===== src/rtl/core/brb_pkg.sv =====
package brb_pkg;

   localparam int BYTE_W       = 8;
   localparam int OP_W         = 3;
   localparam int RING_SIZE_W  = 9;
   localparam int DEPTH_DEFAULT = 256;
   localparam int SIZE_LIMIT   = 256;

   typedef enum logic [OP_W-1:0] {
      OP_WRITE     = 3'd0,
      OP_OVERWRITE = 3'd1,
      OP_READ      = 3'd2,
      OP_PEEK      = 3'd3,
      OP_SKIP      = 3'd4,
      OP_STEP      = 3'd5,
      OP_CLEAR     = 3'd6
   } op_type;

   typedef enum logic {
      ST_IDLE,
      ST_RESP
   } state_type;

endpackage


===== src/rtl/core/brb_mem.sv =====
module brb_mem #(
   parameter int ENTRIES = brb_pkg::DEPTH_DEFAULT,
   parameter int ADDR_W  = $clog2(ENTRIES)
) (
   input  logic                       clock,
   input  logic                       we,
   input  logic [ADDR_W-1:0]          waddr,
   input  logic [brb_pkg::BYTE_W-1:0] wdata,
   input  logic                       re,
   input  logic [ADDR_W-1:0]          raddr,
   output logic [brb_pkg::BYTE_W-1:0] rdata
);

   logic [brb_pkg::BYTE_W-1:0] storage_ff [ENTRIES];
   logic [brb_pkg::BYTE_W-1:0] rd_data_ff;

   always_ff @(posedge clock) begin
      if (we) begin
         storage_ff[waddr] <= wdata;
      end
   end

   always_ff @(posedge clock) begin
      if (re) begin
         rd_data_ff <= storage_ff[raddr];
      end
   end

   assign rdata = rd_data_ff;

endmodule


===== src/rtl/core/brb_ctrl.sv =====
module brb_ctrl #(
   parameter int DEPTH = brb_pkg::DEPTH_DEFAULT,
   parameter int CAP   = (DEPTH < brb_pkg::SIZE_LIMIT) ? DEPTH : brb_pkg::SIZE_LIMIT,
   parameter int PTR_W = $clog2(CAP)
) (
   input  logic                            clock,
   input  logic                            reset,
   input  logic                            csr_we,
   input  logic [brb_pkg::RING_SIZE_W-1:0] csr_wdata,
   input  logic                            req_valid,
   output logic                            req_ready,
   input  logic [brb_pkg::OP_W-1:0]        req_opcode,
   input  logic [brb_pkg::BYTE_W-1:0]      req_data_in,
   input  logic [brb_pkg::BYTE_W-1:0]      req_amount,
   output logic                            rsp_valid,
   input  logic                            rsp_ready,
   output logic [brb_pkg::BYTE_W-1:0]      rsp_data_out,
   output logic                            rsp_ok,
   output logic [brb_pkg::BYTE_W-1:0]      rsp_done_count,
   output logic [brb_pkg::BYTE_W-1:0]      rsp_filled,
   output logic [brb_pkg::BYTE_W-1:0]      rsp_free_space,
   output logic                            mem_we,
   output logic [PTR_W-1:0]                mem_waddr,
   output logic [brb_pkg::BYTE_W-1:0]      mem_wdata,
   output logic                            mem_re,
   output logic [PTR_W-1:0]                mem_raddr,
   input  logic [brb_pkg::BYTE_W-1:0]      mem_rdata
);

   localparam int SW = brb_pkg::RING_SIZE_W;
   localparam logic [SW-1:0] CAP_SIZE = SW'(CAP);
   localparam logic [SW-1:0] MIN_SIZE = SW'(2);
   localparam logic [SW-1:0] ONE      = SW'(1);

   function automatic logic [SW-1:0] wrap_add(logic [SW-1:0] idx, logic [SW-1:0] n,
                                              logic [SW-1:0] size);
      logic [SW:0] r;
      r = {1'b0, idx} + {1'b0, n};
      if (r >= {1'b0, size}) begin
         r = r - {1'b0, size};
      end
      return r[SW-1:0];
   endfunction

   brb_pkg::state_type state_ff, state_in;

   logic [SW-1:0]    ring_size_ff, ring_size_in;
   logic [PTR_W-1:0] rd_ptr_ff, rd_ptr_in;
   logic [PTR_W-1:0] wr_ptr_ff, wr_ptr_in;

   logic                       rsp_sel_ff, rsp_sel_in;
   logic                       rsp_ok_ff, rsp_ok_in;
   logic [brb_pkg::BYTE_W-1:0] rsp_done_ff, rsp_done_in;
   logic [brb_pkg::BYTE_W-1:0] rsp_filled_ff, rsp_filled_in;
   logic [brb_pkg::BYTE_W-1:0] rsp_free_ff, rsp_free_in;

   logic              accept;
   logic [SW-1:0]     rp, wp, amt, filled, free, n_cnt, filled_new, free_new, rp_next, wp_next;
   logic [SW-1:0]     size_clamped;

   assign accept = req_valid && req_ready;
   assign rp     = {{(SW-PTR_W){1'b0}}, rd_ptr_ff};
   assign wp     = {{(SW-PTR_W){1'b0}}, wr_ptr_ff};
   assign amt    = {{(SW-brb_pkg::BYTE_W){1'b0}}, req_amount};
   assign filled = (wp >= rp) ? (wp - rp) : (ring_size_ff - (rp - wp));
   assign free   = ring_size_ff - ONE - filled;

   always_comb begin
      if (csr_wdata < MIN_SIZE) begin
         size_clamped = MIN_SIZE;
      end else if (csr_wdata > CAP_SIZE) begin
         size_clamped = CAP_SIZE;
      end else begin
         size_clamped = csr_wdata;
      end
   end

   always_comb begin
      rp_next     = rp;
      wp_next     = wp;
      filled_new  = filled;
      n_cnt       = '0;
      mem_we      = 1'b0;
      mem_re      = 1'b0;
      mem_waddr   = wr_ptr_ff;
      mem_wdata   = req_data_in;
      mem_raddr   = rd_ptr_ff;
      rsp_sel_in  = 1'b0;
      rsp_ok_in   = 1'b0;
      unique case (req_opcode)
         brb_pkg::OP_WRITE: begin
            if (free != '0) begin
               mem_we     = accept;
               wp_next    = wrap_add(wp, ONE, ring_size_ff);
               filled_new = filled + ONE;
               n_cnt      = ONE;
               rsp_ok_in  = 1'b1;
            end
         end
         brb_pkg::OP_OVERWRITE: begin
            if (free == '0) begin
               rp_next = wrap_add(rp, ONE, ring_size_ff);
            end else begin
               filled_new = filled + ONE;
            end
            mem_we    = accept;
            wp_next   = wrap_add(wp, ONE, ring_size_ff);
            n_cnt     = ONE;
            rsp_ok_in = 1'b1;
         end
         brb_pkg::OP_READ: begin
            if (filled != '0) begin
               mem_re     = accept;
               rp_next    = wrap_add(rp, ONE, ring_size_ff);
               filled_new = filled - ONE;
               n_cnt      = ONE;
               rsp_ok_in  = 1'b1;
               rsp_sel_in = 1'b1;
            end
         end
         brb_pkg::OP_PEEK: begin
            mem_raddr = PTR_W'(wrap_add(rp, amt, ring_size_ff));
            if (amt < filled) begin
               mem_re     = accept;
               n_cnt      = ONE;
               rsp_ok_in  = 1'b1;
               rsp_sel_in = 1'b1;
            end
         end
         brb_pkg::OP_SKIP: begin
            n_cnt      = (amt < filled) ? amt : filled;
            rp_next    = wrap_add(rp, n_cnt, ring_size_ff);
            filled_new = filled - n_cnt;
            rsp_ok_in  = (n_cnt != '0);
         end
         brb_pkg::OP_STEP: begin
            n_cnt      = (amt < free) ? amt : free;
            wp_next    = wrap_add(wp, n_cnt, ring_size_ff);
            filled_new = filled + n_cnt;
            rsp_ok_in  = (n_cnt != '0);
         end
         brb_pkg::OP_CLEAR: begin
            rp_next    = '0;
            wp_next    = '0;
            filled_new = '0;
            rsp_ok_in  = 1'b1;
         end
         default: begin
         end
      endcase
      free_new      = ring_size_ff - ONE - filled_new;
      rsp_done_in   = n_cnt[brb_pkg::BYTE_W-1:0];
      rsp_filled_in = filled_new[brb_pkg::BYTE_W-1:0];
      rsp_free_in   = free_new[brb_pkg::BYTE_W-1:0];
   end

   always_comb begin
      ring_size_in = ring_size_ff;
      rd_ptr_in    = rd_ptr_ff;
      wr_ptr_in    = wr_ptr_ff;
      if (csr_we) begin
         ring_size_in = size_clamped;
         rd_ptr_in    = '0;
         wr_ptr_in    = '0;
      end else if (accept) begin
         rd_ptr_in = rp_next[PTR_W-1:0];
         wr_ptr_in = wp_next[PTR_W-1:0];
      end
   end

   always_comb begin
      state_in = state_ff;
      unique case (state_ff)
         brb_pkg::ST_IDLE: begin
            if (req_valid) begin
               state_in = brb_pkg::ST_RESP;
            end
         end
         brb_pkg::ST_RESP: begin
            if (rsp_ready) begin
               state_in = brb_pkg::ST_IDLE;
            end
         end
         default: state_in = brb_pkg::ST_IDLE;
      endcase
   end

   always_comb begin
      req_ready = 1'b0;
      rsp_valid = 1'b0;
      unique case (state_ff)
         brb_pkg::ST_IDLE: req_ready = 1'b1;
         brb_pkg::ST_RESP: rsp_valid = 1'b1;
         default: begin
         end
      endcase
   end

   always_ff @(posedge clock) begin
      if (reset) begin
         state_ff     <= brb_pkg::ST_IDLE;
         ring_size_ff <= CAP_SIZE;
         rd_ptr_ff    <= '0;
         wr_ptr_ff    <= '0;
      end else begin
         state_ff     <= state_in;
         ring_size_ff <= ring_size_in;
         rd_ptr_ff    <= rd_ptr_in;
         wr_ptr_ff    <= wr_ptr_in;
      end
   end

   always_ff @(posedge clock) begin
      if (accept) begin
         rsp_sel_ff    <= rsp_sel_in;
         rsp_ok_ff     <= rsp_ok_in;
         rsp_done_ff   <= rsp_done_in;
         rsp_filled_ff <= rsp_filled_in;
         rsp_free_ff   <= rsp_free_in;
      end
   end

   assign rsp_data_out   = rsp_sel_ff ? mem_rdata : '0;
   assign rsp_ok         = rsp_ok_ff;
   assign rsp_done_count = rsp_done_ff;
   assign rsp_filled     = rsp_filled_ff;
   assign rsp_free_space = rsp_free_ff;

endmodule


===== src/rtl/core/byte_ring_buffer_top.sv =====
// Byte ring buffer holding up to ring_size - 1 bytes in a synchronous memory
// of min(DEPTH, 256) entries. Each request transaction carries an opcode
// (write, overwrite, read, peek, skip, step write, clear) and yields exactly
// one response transaction with the byte seen, a success flag, the count done
// and the filled and free space after the operation. A request is accepted in
// the idle state, where the pointers are updated and the memory port accessed;
// the response is then held in the response state, its data from the memory's
// registered read output; the next request is accepted once the response is
// taken. Writing csr_wdata sets ring_size (clamped to 2..min(DEPTH, 256)) and
// clears both pointers; write it only while no transaction is in flight.
// Storage is not cleared at reset: reading a slot never written returns an
// undefined byte.
module byte_ring_buffer_top #(
   parameter int DEPTH = brb_pkg::DEPTH_DEFAULT
) (
   input  logic                            clock,
   input  logic                            reset,
   input  logic                            csr_we,
   input  logic [brb_pkg::RING_SIZE_W-1:0] csr_wdata,
   input  logic                            req_valid,
   output logic                            req_ready,
   input  logic [brb_pkg::OP_W-1:0]        req_opcode,
   input  logic [brb_pkg::BYTE_W-1:0]      req_data_in,
   input  logic [brb_pkg::BYTE_W-1:0]      req_amount,
   output logic                            rsp_valid,
   input  logic                            rsp_ready,
   output logic [brb_pkg::BYTE_W-1:0]      rsp_data_out,
   output logic                            rsp_ok,
   output logic [brb_pkg::BYTE_W-1:0]      rsp_done_count,
   output logic [brb_pkg::BYTE_W-1:0]      rsp_filled,
   output logic [brb_pkg::BYTE_W-1:0]      rsp_free_space
);

   localparam int CAP   = (DEPTH < brb_pkg::SIZE_LIMIT) ? DEPTH : brb_pkg::SIZE_LIMIT;
   localparam int PTR_W = $clog2(CAP);

   logic                       mem_we;
   logic [PTR_W-1:0]           mem_waddr;
   logic [brb_pkg::BYTE_W-1:0] mem_wdata;
   logic                       mem_re;
   logic [PTR_W-1:0]           mem_raddr;
   logic [brb_pkg::BYTE_W-1:0] mem_rdata;

   brb_ctrl #(
      .DEPTH (DEPTH),
      .CAP   (CAP),
      .PTR_W (PTR_W)
   ) u_ctrl (
      .clock          (clock),
      .reset          (reset),
      .csr_we         (csr_we),
      .csr_wdata      (csr_wdata),
      .req_valid      (req_valid),
      .req_ready      (req_ready),
      .req_opcode     (req_opcode),
      .req_data_in    (req_data_in),
      .req_amount     (req_amount),
      .rsp_valid      (rsp_valid),
      .rsp_ready      (rsp_ready),
      .rsp_data_out   (rsp_data_out),
      .rsp_ok         (rsp_ok),
      .rsp_done_count (rsp_done_count),
      .rsp_filled     (rsp_filled),
      .rsp_free_space (rsp_free_space),
      .mem_we         (mem_we),
      .mem_waddr      (mem_waddr),
      .mem_wdata      (mem_wdata),
      .mem_re         (mem_re),
      .mem_raddr      (mem_raddr),
      .mem_rdata      (mem_rdata)
   );

   brb_mem #(
      .ENTRIES (CAP),
      .ADDR_W  (PTR_W)
   ) u_mem (
      .clock (clock),
      .we    (mem_we),
      .waddr (mem_waddr),
      .wdata (mem_wdata),
      .re    (mem_re),
      .raddr (mem_raddr),
      .rdata (mem_rdata)
   );

endmodule

===== config.mk =====
export PLATFORM = sky130hd
export DESIGN_NAME = byte_ring_buffer_top
export DESIGN_NICKNAME = d
export VERILOG_FILES = /design/src/rtl/core/brb_pkg.sv /design/src/rtl/core/brb_mem.sv /design/src/rtl/core/brb_ctrl.sv /design/src/rtl/core/byte_ring_buffer_top.sv
export SDC_FILE = /design/constraint.sdc
export NUM_CORES = 2
export LEC_CHECK = 0
export ABC_AREA = 1
export ABC_CLOCK_PERIOD_IN_PS = 8150
export BUFFER_PORTS_ARGS = -buffer_cell sky130_fd_sc_hd__buf_2
export CAP_MARGIN = 20
export CORE_MARGIN = 5
export CORE_UTILIZATION = 25
export CTS_BUF_LIST = sky130_fd_sc_hd__clkbuf_16
export CTS_CLUSTER_DIAMETER = 40
export DETAILED_ROUTE_END_ITERATION = 10
export PLACE_DENSITY = 0.44
export SLEW_MARGIN = 30
export SYNTH_ARGS = -nofsm -noshare
export SYNTH_HDL_FRONTEND = slang
export SYNTH_SLANG_ARGS = --single-unit

===== constraint.sdc =====
create_clock -name clock -period 8.15 [get_ports clock]
set_clock_uncertainty 0.1 [all_clocks]
set_input_delay 0.815 -clock clock [delete_from_list [all_inputs] [get_ports clock]]
set_output_delay 0.815 -clock clock [all_outputs]
set_load 0.05 [all_outputs]

==> impl_metrics.tcl <==
set metrics [dict create \
    routedWlPerCell_um 23.5 \
    vias_per_cell 4.84 \
    ir_worst_vdd_mv 0.176 \
    clock_latency_ps 890 \
    grt_max_degree 149 \
    drive_gt1_frac 0.183 \
    cts_buffer_depth 4 \
    yosysTopAreaCell "edfxtp_1" \
    avgSynthCellArea_sq_um 12.5 \
    vias 61300 \
    yosysWarningCount 0 \
    hold_end "u_ctrl.ring_size_ff[8]$_SDFFE_PP1P_" \
    grt-ovfl-total 0 \
    fin_tns_setup_ps 0 \
    die_area_sq_mm 0.379 \
    cts.sinks 2108 \
    routed_wl_um 298000 \
    path_delay_family "adder cells" \
    final_area_sq_mm 0.112 \
    ff2ff_setup_slack_ps 590 \
    cts_made_buffers 367 \
    r2r_end "u_ctrl.mem_waddr[2]$_SDFFE_PP0P_" \
    tightestPinTransition_ps 1060 \
    remaining_drc_errors 0 \
    critical_path_class "reg -> reg" \
    timing.fmax_mhz 132 \
    die_y_um 616 \
    first_global_vias 60400 \
    cts.clk_slew.worst_paths_ps 40 \
    place_area_sq_mm 0.0985 \
    start_util 0.251 \
    worstHoldPathCells 3 \
    p_total_mw 32.8 \
    cts_root_buf "clkbuf_16" \
    max_stage_delay_ps 560 \
    ys.flop_type "edfxtp_1" \
    fill_cells 36500 \
    critPathSlowestCell "fa_1" \
    hold_path_startpoint "reset" \
    hold_path.class "in -> reg" \
    area_delta_synth_final_pct 21.8 \
    finalSetupViolCount 0 \
    critPathLaunchType "flop" \
    slew_headroom 0.294 \
    ys_ff_latch 2108 \
    end_kind "flop" \
    core_area_sq_mm 0.366 \
    reg2reg_depth 43 \
    die_x_um 616 \
    yosys.area_share.simple 0.106 \
    path_common_cell "nand2_1" \
    synthMuxAreaShare 0.000109 \
    rows 222 \
    cts_tree "built" \
    initialDrtViolationCount 5919 \
    synth-compound-area-share 0.142 \
    required_ps 8790 \
    portBuffers 67 \
    io_pins 68 \
    ys_types 57 \
    yosysSeqAreaShare 0.687 \
    finalMaxSlewViolations 0 \
    syn-instance-count 7359 \
    yosys.area.top_type_share 0.682 \
    cts_hold_buf 0 \
    power_density_mw_per_mm2 294 \
    status "finished, final reports clean" \
    p_leak_nw 36.1 \
    ys_top_cells_by_area "edfxtp_1 (68%), o211ai_1 (7.5%), o21ai_0 (4.7%)" \
    synthArstFlopShare 0 \
    synth_xor_area_frac 0.00849 \
    synth_edf_count 2082 \
    antenna_found_initial 8 \
    final_nets 7694 \
    drt-pass1-iter-count 6 \
    cts_htree_levels 5 \
    timing.final.crit_share 0.928 \
    drv_cap 0 \
    synth_top_family_by_area "compound AO/OA/AOI/OAI gates" \
    path_buf_inv 9 \
    synth_nets 7535 \
    grt_util_all_layers 0.151 \
    antenna_left 0 \
    path_max_fanout 11 \
    hold_viol_final 0 \
    syn-cell-area_sq_mm 0.0917 \
    crit_arrival_ps 8210 \
    utilization 0.306 \
    grt_pass1_wl_um 431000 \
    synthAdderAreaFrac 0.0211 \
    min_period_ps 7560 \
    gp_congestion 0.871 \
    hpwl_um 178000 \
    worstReg2RegStart "u_ctrl.mem_waddr[0]$_SDFFE_PP0P_" \
]
[cells in the mapped netlist (7+ instances only)]
master,number
a21oi_1,117
a31oi_1,10
buf_1,26
buf_2,35
clkbuf_1,421
dfxtp_1,26
dlygate4sd1_1,9
edfxtp_1,2082
fa_1,19
ha_1,124
inv_1,328
inv_2,9
nand2_1,367
nand2_2,18
nand2_4,7
nand3_1,345
nand3_2,7
nand4_1,20
nor2_1,857
nor3_1,27
o211ai_1,920
o21ai_0,863
o21ai_1,9
o21bai_1,11
o22ai_1,124
or2_2,441
xnor2_1,23
xor2_1,64
[kinds of logic after synthesis]
group / Yosys count
simple gates: 2101
compound gates: 2082
fa+ha+maj: 143
flops: 2108
xor+xnor: 88
buf+inv: 836
mux: 1
[cell usage in the layout (no fill, tap or decap), types with 13 or more instances in the layout]
cell type,instances
edfxtp_1,2082
o211ai_1,920
o21ai_0,858
nor2_1,849
or2_2,441
clkbuf_16,371
nand2_1,358
inv_1,353
nand3_1,335
buf_4,180
o22ai_1,124
ha_1,124
a21oi_1,115
bufinv_16,67
xor2_1,63
buf_2,59
clkinv_1,49
clkinv_2,49
clkinvlp_4,40
buf_12,39
inv_6,30
nand2_2,26
clkinv_4,25
dfxtp_1,25
xnor2_1,23
nor3_1,22
nand4_1,20
fa_1,19
nand3_2,16
clkinv_16,13
[metal layers]
| metal | wire length, um | GRT usage |
|---|---|---|
| met1 | 136000 | 0.212 |
| met2 | 137000 | 0.241 |
| met5 | 13 | 0 |
| met4 | 9050 | 0.0459 |
| met3 | 15700 | 0.0225 |
[registers in the layout, indices dropped and copies added (netlist names)]
| register | cells |
|---|---|
| u_ctrl.ring_size_ff | 9 |
| u_ctrl.rsp_done_count | 8 |
| u_ctrl.rsp_filled | 8 |
| u_ctrl.state_ff | 1 |
| u_ctrl.rsp_free_space | 8 |
| u_ctrl.rd_ptr_ff | 8 |
| u_mem.rdata | 8 |
| u_mem.storage_ff | 2048 |
| u_ctrl.mem_waddr | 8 |
| u_ctrl.rsp_ok | 1 |
| u_ctrl.rsp_sel_ff | 1 |
[repair_timing]
action                                 4_1_cts  5_1_grt
buffers inserted                             0        3
endpoints found under the hold margin        0        0
resized for setup                            0       11
setup endpoints to repair                    0       11
[worst max path at each step]
stage	startpoint	endpoint	cells past startpoint
global route	u_ctrl.mem_waddr[1]$_SDFFE_PP0P_	u_ctrl.mem_waddr[2]$_SDFFE_PP0P_	46
floorplan	u_ctrl.mem_waddr[3]$_SDFFE_PP0P_	u_ctrl.mem_waddr[2]$_SDFFE_PP0P_	43
detailed placement	u_ctrl.mem_waddr[2]$_SDFFE_PP0P_	u_ctrl.mem_waddr[2]$_SDFFE_PP0P_	45
global placement	u_ctrl.mem_waddr[0]$_SDFFE_PP0P_	u_ctrl.mem_waddr[2]$_SDFFE_PP0P_	45
finish	u_ctrl.mem_waddr[0]$_SDFFE_PP0P_	u_ctrl.mem_waddr[2]$_SDFFE_PP0P_	43
CTS	u_ctrl.mem_waddr[2]$_SDFFE_PP0P_	u_ctrl.mem_waddr[2]$_SDFFE_PP0P_	45
[area by class of cell]
cell class / instances / area, sq um / share of cell area
Clock buffer: 371 / 9280 / 0.0831
Clock inverter: 309 / 3880 / 0.0348
Inverter: 340 / 1300 / 0.0116
Tap cell: 4816 / 6030 / 0.0539
Timing Repair Buffer: 286 / 2550 / 0.0228
Multi-Input combinational cell: 4415 / 25600 / 0.229
Sequential cell: 2108 / 63000 / 0.564
Antenna cell: 4 / 10.0 / 0.0000896
[metrics by stage]
stage          std cells  hold WS, ps  setup slack, ps
4_1_cts            12600         24.6              338
3_3_place_gp       12000          451              267
3_5_place_dp       12000          461              377
5_1_grt            12600         74.3            -42.4
2_1_floorplan       7359          406              749
6_report           12600          103              586
[tightest hold or removal path, delay by kind of cell]
family	cells	cell delay, ps
buffers and inverters	1	110
AO/OA/AOI/OAI	2	110
[where the power goes]
group | total (mW) | switching, mW | internal (mW)
Sequential | 12.0 | 0.0239 | 12.0
Combinational | 4.56 | 3.13 | 1.43
Clock | 16.2 | 5.69 | 10.5
Power figures use the tool's default switching activity.
